### config.mk
export PLATFORM = sky130hd
export DESIGN_NAME = pchc_controller
export DESIGN_NICKNAME = d
export VERILOG_FILES = /design/src/hw/rtl/pchc_pkg.sv /design/src/hw/rtl/pchc_controller.sv
export SDC_FILE = /design/constraint.sdc
export NUM_CORES = 1
export LEC_CHECK = 0
export CORE_AREA = 2 2 39 41
export CTS_CLUSTER_DIAMETER = 60
export DETAILED_ROUTE_END_ITERATION = 10
export DIE_AREA = 0 0 41 43
export DONT_BUFFER_PORTS = 1
export PLACE_DENSITY = 0.6
export SKIP_CTS_REPAIR_TIMING = 1
export SYNTH_ARGS = -nofsm -noshare
export SYNTH_HDL_FRONTEND = slang
export SYNTH_SLANG_ARGS = --single-unit
export TNS_END_PERCENT = 30
### constraint.sdc
create_clock -name clock -period 4.3 [get_ports clock]
set_input_delay 0.43 -clock clock [delete_from_list [all_inputs] [get_ports clock]]
set_output_delay 0.43 -clock clock [all_outputs]
set_load 0.005 [all_outputs]
### src/hw/rtl/pchc_pkg.sv
// ----------------------------------------------------------------------------
// Point cloud hazard classifier package
// Shared widths, constants, command codes and controller/datapath structs.
// ----------------------------------------------------------------------------
package pchc_pkg;

   // Configuration port.
   localparam int CSR_INDEX_W = 3;
   localparam int CSR_DATA_W  = 48;

   localparam logic [CSR_INDEX_W-1:0] REG_PLANE_A     = 3'd0;
   localparam logic [CSR_INDEX_W-1:0] REG_PLANE_B     = 3'd1;
   localparam logic [CSR_INDEX_W-1:0] REG_PLANE_C     = 3'd2;
   localparam logic [CSR_INDEX_W-1:0] REG_PLANE_D     = 3'd3;
   localparam logic [CSR_INDEX_W-1:0] REG_VERTICAL    = 3'd4;
   localparam logic [CSR_INDEX_W-1:0] REG_OBS_LOW     = 3'd5;
   localparam logic [CSR_INDEX_W-1:0] REG_OBS_HIGH    = 3'd6;
   localparam logic [CSR_INDEX_W-1:0] REG_GROUND_INL  = 3'd7;

   // Register and field widths.
   localparam int COEF_W   = 24;
   localparam int OFFSET_W = 48;
   localparam int THRESH_W = 20;
   localparam int LEVEL_W  = 3;
   localparam int TOTAL_W  = 20;
   localparam int RSP_DATA_W = 48;

   // Datapath widths, sized for the widest supported coordinate.
   localparam int COORD_MAX = 24;
   localparam int MUL_W     = 28;
   localparam int PROD_W    = 2 * MUL_W;
   localparam int DOT_W     = 50;
   localparam int SUM_W     = DOT_W + 1;
   localparam int HALF_W    = 26;
   localparam int MAG_W     = 2 * HALF_W;
   localparam int ACC_W     = 50;
   localparam int RHS_W     = 62;
   localparam int SQ_W      = 104;

   // Geometry and decision constants.
   localparam int NEAR_LIMIT_SQ   = 740 * 740;
   localparam int PLANE_MARGIN_MM = 60;
   localparam int HOLE_Y_LIMIT    = 1500;
   localparam int HOLE_LOW        = 25000;
   localparam int HOLE_HIGH       = 40000;
   localparam int GROUND_MIN      = 50000;
   localparam int SIDE_WINDOW     = 300;
   localparam int FAR_WINDOW      = 500;

   // Configuration reset values.
   localparam int RST_PLANE_C  = 1;
   localparam int RST_OBS_LOW  = 10000;
   localparam int RST_OBS_HIGH = 40000;

   // Parameter defaults.
   localparam int DEF_COUNT_WIDTH = 20;
   localparam int DEF_COORD_WIDTH = 16;

   // Hazard levels.
   localparam logic [LEVEL_W-1:0] LVL_SAFE           = 3'd0;
   localparam logic [LEVEL_W-1:0] LVL_NO_GROUND      = 3'd1;
   localparam logic [LEVEL_W-1:0] LVL_POSSIBLE_OBST  = 3'd2;
   localparam logic [LEVEL_W-1:0] LVL_CLOSE_OBST     = 3'd3;
   localparam logic [LEVEL_W-1:0] LVL_POSSIBLE_HOLE  = 3'd4;
   localparam logic [LEVEL_W-1:0] LVL_CLOSE_HOLE     = 3'd5;

   // Multiplier operations issued by the controller.
   localparam int MUL_OP_W = 4;
   localparam logic [MUL_OP_W-1:0] MUL_NONE = 4'd0;
   localparam logic [MUL_OP_W-1:0] MUL_AX   = 4'd1;
   localparam logic [MUL_OP_W-1:0] MUL_BY   = 4'd2;
   localparam logic [MUL_OP_W-1:0] MUL_CZ   = 4'd3;
   localparam logic [MUL_OP_W-1:0] MUL_AA   = 4'd4;
   localparam logic [MUL_OP_W-1:0] MUL_BB   = 4'd5;
   localparam logic [MUL_OP_W-1:0] MUL_CC   = 4'd6;
   localparam logic [MUL_OP_W-1:0] MUL_XX   = 4'd7;
   localparam logic [MUL_OP_W-1:0] MUL_YY   = 4'd8;
   localparam logic [MUL_OP_W-1:0] MUL_ZZ   = 4'd9;
   localparam logic [MUL_OP_W-1:0] MUL_LL   = 4'd10;
   localparam logic [MUL_OP_W-1:0] MUL_HL   = 4'd11;
   localparam logic [MUL_OP_W-1:0] MUL_HH   = 4'd12;

   typedef struct packed {
      logic                load;
      logic [MUL_OP_W-1:0] mul_op;
      logic                abs_en;
      logic                rhs_en;
      logic                decide_en;
      logic                emit_en;
   } pchc_cmd_type;

   typedef struct packed {
      logic last;
   } pchc_status_type;

endpackage

### src/hw/rtl/pchc_controller.sv
// ----------------------------------------------------------------------------
// Point cloud hazard classifier controller
// Sequences the per-point multiply schedule and owns both handshakes.
// ----------------------------------------------------------------------------
module pchc_controller
   import pchc_pkg::*;
(
   input  logic            clock,
   input  logic            reset,
   input  logic            req_tvalid,
   output logic            req_tready,
   output logic            rsp_tvalid,
   input  logic            rsp_tready,
   output pchc_cmd_type    cmd,
   input  pchc_status_type status
);

   localparam logic ST_IDLE = 1'b0;
   localparam logic ST_RUN  = 1'b1;

   localparam logic [3:0] STEP_ABS    = 4'd4;
   localparam logic [3:0] STEP_RHS    = 4'd12;
   localparam logic [3:0] STEP_DECIDE = 4'd13;
   localparam logic [3:0] STEP_EMIT   = 4'd14;

   logic       state_ff, state_in;
   logic [3:0] step_ff, step_in;
   logic       rsp_valid_ff, rsp_valid_in;
   logic       rsp_busy, stall;

   assign rsp_busy   = rsp_valid_ff && !rsp_tready;
   assign stall      = status.last && rsp_busy;
   assign req_tready = (state_ff == ST_IDLE);
   assign rsp_tvalid = rsp_valid_ff;

   always_comb begin
      cmd        = '0;
      cmd.mul_op = MUL_NONE;
      cmd.load   = req_tvalid && (state_ff == ST_IDLE);
      if (state_ff == ST_RUN) begin
         unique case (step_ff)
            4'd0:  cmd.mul_op = MUL_AX;
            4'd1:  cmd.mul_op = MUL_BY;
            4'd2:  cmd.mul_op = MUL_CZ;
            4'd3:  cmd.mul_op = MUL_AA;
            STEP_ABS: begin
               cmd.mul_op = MUL_BB;
               cmd.abs_en = 1'b1;
            end
            4'd5:  cmd.mul_op = MUL_LL;
            4'd6:  cmd.mul_op = MUL_HL;
            4'd7:  cmd.mul_op = MUL_HH;
            4'd8:  cmd.mul_op = MUL_CC;
            4'd9:  cmd.mul_op = MUL_XX;
            4'd10: cmd.mul_op = MUL_YY;
            4'd11: cmd.mul_op = MUL_ZZ;
            STEP_RHS:    cmd.rhs_en    = 1'b1;
            STEP_DECIDE: cmd.decide_en = 1'b1;
            STEP_EMIT:   cmd.emit_en   = status.last && !rsp_busy;
            default: ;
         endcase
      end
   end

   always_comb begin
      state_in     = state_ff;
      step_in      = step_ff;
      rsp_valid_in = rsp_valid_ff && !rsp_tready;
      unique case (state_ff)
         ST_IDLE: begin
            if (req_tvalid) begin
               state_in = ST_RUN;
               step_in  = '0;
            end
         end
         ST_RUN: begin
            if (step_ff == STEP_EMIT) begin
               if (!stall) begin
                  state_in = ST_IDLE;
                  if (status.last) begin
                     rsp_valid_in = 1'b1;
                  end
               end
            end else begin
               step_in = step_ff + 1'b1;
            end
         end
         default: state_in = ST_IDLE;
      endcase
   end

   always_ff @(posedge clock) begin
      if (reset) begin
         state_ff     <= ST_IDLE;
         step_ff      <= '0;
         rsp_valid_ff <= 1'b0;
      end else begin
         state_ff     <= state_in;
         step_ff      <= step_in;
         rsp_valid_ff <= rsp_valid_in;
      end
   end

endmodule

==> metrics.txt <==
synthesized area=506.7 sq um; Synth cell types=27; max_slew headroom=70.46%; CTS Sinks=6; CP endpoint=cmd[7]; setup TNS=0 ps; VDD IR max=0.07979 mV; Worst-Skew Late Latency=250 ps; Final #Nets=77; worst hold path type=input port to register; post-synth top area share=23.70%; r2r startpoint=step_ff[0]$_SDFFE_PP0P_; R2R Path End=step_ff[3]$_SDFFE_PP0P_; Max Fclk=0.5016 GHz; WL/cell=14.15 microns; io pins=16; Post-synth EDFFs=0; Setup CP Type=register to primary output; Port-buffer cells=0; final setup fails=0; crit path from=step_ff[0]$_SDFFE_PP0P_; RSZ-0062 raised after global routing=false; GRT Total Usage=16.06%; Synth async-reset ratio=0%; required time of the critical path=3870 ps; RD Place Congestion=0.7632; Initial DRC Count=15; fraction of the yosys area taken by sequential cells=23.70%; Worst setup EP type=primary output; Synth Area in Simple Gates=30.12%; Arr. time, crit path=1560 ps; chip height=43 microns; antenna violations before repair=0; Starting Density=36.62%; final instance area=523.0 sq um; Synth warnings=0; synthesized instance count=66; max-cap viol count=0; hpwl dp=866.3 microns; Post-Syn Area per Cell=7.678 sq um; pre-CTS setup slack=2556 ps; Hold Vio Cnt, Final=0; Core ar.=1384 sq um; via count=474; Synth Area in Compound Gates=22.72%; placed cell areas=500.5 sq um; CTS buffer count=3; main combinational cell family by area after synthesis=simple AND/OR/NAND/NOR gates; most frequent cells in the layout=nor2_1 (6), a21oi_1 (6), dfxtp_1 (6); element type at the critical path start=register; Post-Synth Adder-Cell Area=12.35%; Final Slew Violations=0; crit path setup slack, layout=2306 ps; Power Density=247.1 nW/um^2; Die X=41 microns; Synth Area in XOR/XNOR=0%; P&R area growth vs syn=3.210%; Root Driver=clkbuf_4; Layout Skew=3.744 ps; Max H-tree Level=1; Least-Margin Pin Slew=442.4 ps; #FFs+latches synth=6; Die ar.=1763 sq um; ant diodes=0; global-route wire length before repair=1959 microns; LEAKAGE=0.0001897 uW; fin crit share=46.36%; standard-cell rows=14; R2R depth=5; clk buf depth=2; synth top area cells=dfxtp_1 (24%), ha_1 (12%), a21oi_1 (5.9%); pin count of the biggest net entering global routing=16; drt first pass iters=4; Syn Nets=76; worst-path maximum fanout=8; worst reg2reg setup slack=2850 ps; Synth area leader=dfxtp_1; post-route minimum period=1994 ps; Clk pin slew, worst setup/hold paths=50 ps; WL final=1146 microns; multiplexer share of the synthesized area=2.222%; ANT nets after route=0; # DRC=0; CTS tree=done; status=completed; layout cells sized above 1=13.85%; DR vias/cell=5.852; vias in the first global route=428; global route total overflow=0; Primary FF master, synth=dfxtp_1
[worst max-delay path: stages, from the launching register on]
cell     delay, ps
dfxtp_1        350
inv_1          110
ha_1           300
nor3_1          70
or3_1          300
a21oi_1        190
[through the flow]
| step | util (%) | cells | hold WS (ps) | total power, uW |
|---|---|---|---|---|
| after floorplan | - | 66 | 499.1 | 74.75 |
| after global placement | 36.17 | 78 | 501.9 | 78.14 |
| after detailed placement | 36.17 | 78 | 503.5 | 78.25 |
| after CTS | 37.79 | 81 | 243.7 | 130.7 |
| after global routing | 37.79 | 81 | 233.9 | 138.8 |
| final | 37.79 | 81 | 246.3 | 129.2 |
[synthesized netlist by cell type, drive strengths merged (2+ instances only)]
library cell	instances
nor3	3
nor2	6
nand3	5
a31oi	2
buf	3
a211oi	2
and3	3
o211ai	4
a21oi	6
and2	2
dfxtp	6
inv	5
o21ai	2
ha	5
nand2	2
[registers in the layout (all words and copies together) (netlist names)]
| name | flops |
|---|---|
| step_ff | 4 |
| rsp_tvalid | 1 |
| state_ff | 1 |
[area by class of cell]
| class | count | area, sq um |
|---|---|---|
| tap | 16 | 20.02 |
| inverter | 5 | 18.77 |
| sequential | 6 | 120.1 |
| fill | 156 | 860.8 |
| multi-input combinational | 51 | 341.6 |
| clock buffer | 3 | 22.52 |
[power breakdown]
part / leakage [uW] / total, uW / internal [uW] / switching [uW]
Sequential: 0.0000489 / 61.2 / 57.6 / 3.57
Combinational: 0.000127 / 16.0 / 6.10 / 9.86
Clock: 0.0000138 / 52.1 / 31.6 / 20.5
Total: 0.000190 / 129 / 95.3 / 33.9
[cell families after synthesis]
kind of cell,Yosys count
buffers and inverters,9
flip-flops,6
AO/OA/AOI/OAI,18
multiplexers,1
adder cells (fa/ha/maj),5
AND/OR/NAND/NOR,27
[worst min-delay path by stage]
stage                from                      end  slack (ps)  cells after the start
floorplan           reset  step_ff[0]$_SDFFE_PP0P_         500                      1
global placement    reset  step_ff[2]$_SDFFE_PP0P_         500                      1
detailed placement  reset  step_ff[2]$_SDFFE_PP0P_         500                      1
CTS                 reset  step_ff[2]$_SDFFE_PP0P_         240                      1
global route        reset  step_ff[1]$_SDFFE_PP0P_         230                      1
finish              reset  step_ff[2]$_SDFFE_PP0P_         250                      1
[per-layer routing]
layer / GRT usage, % / share of wire, % / up-vias / routed length, microns
met4: 4.000 / 0.96 / 0 / 11
met2: 23.44 / 50 / 10 / 573
met3: 6.283 / 5.8 / 3 / 66
met5: 0 / 0 / - / 0
met1: 21.54 / 43 / 225 / 494
li1: - / - / 236 / -
(Power assumes the default switching activity.)
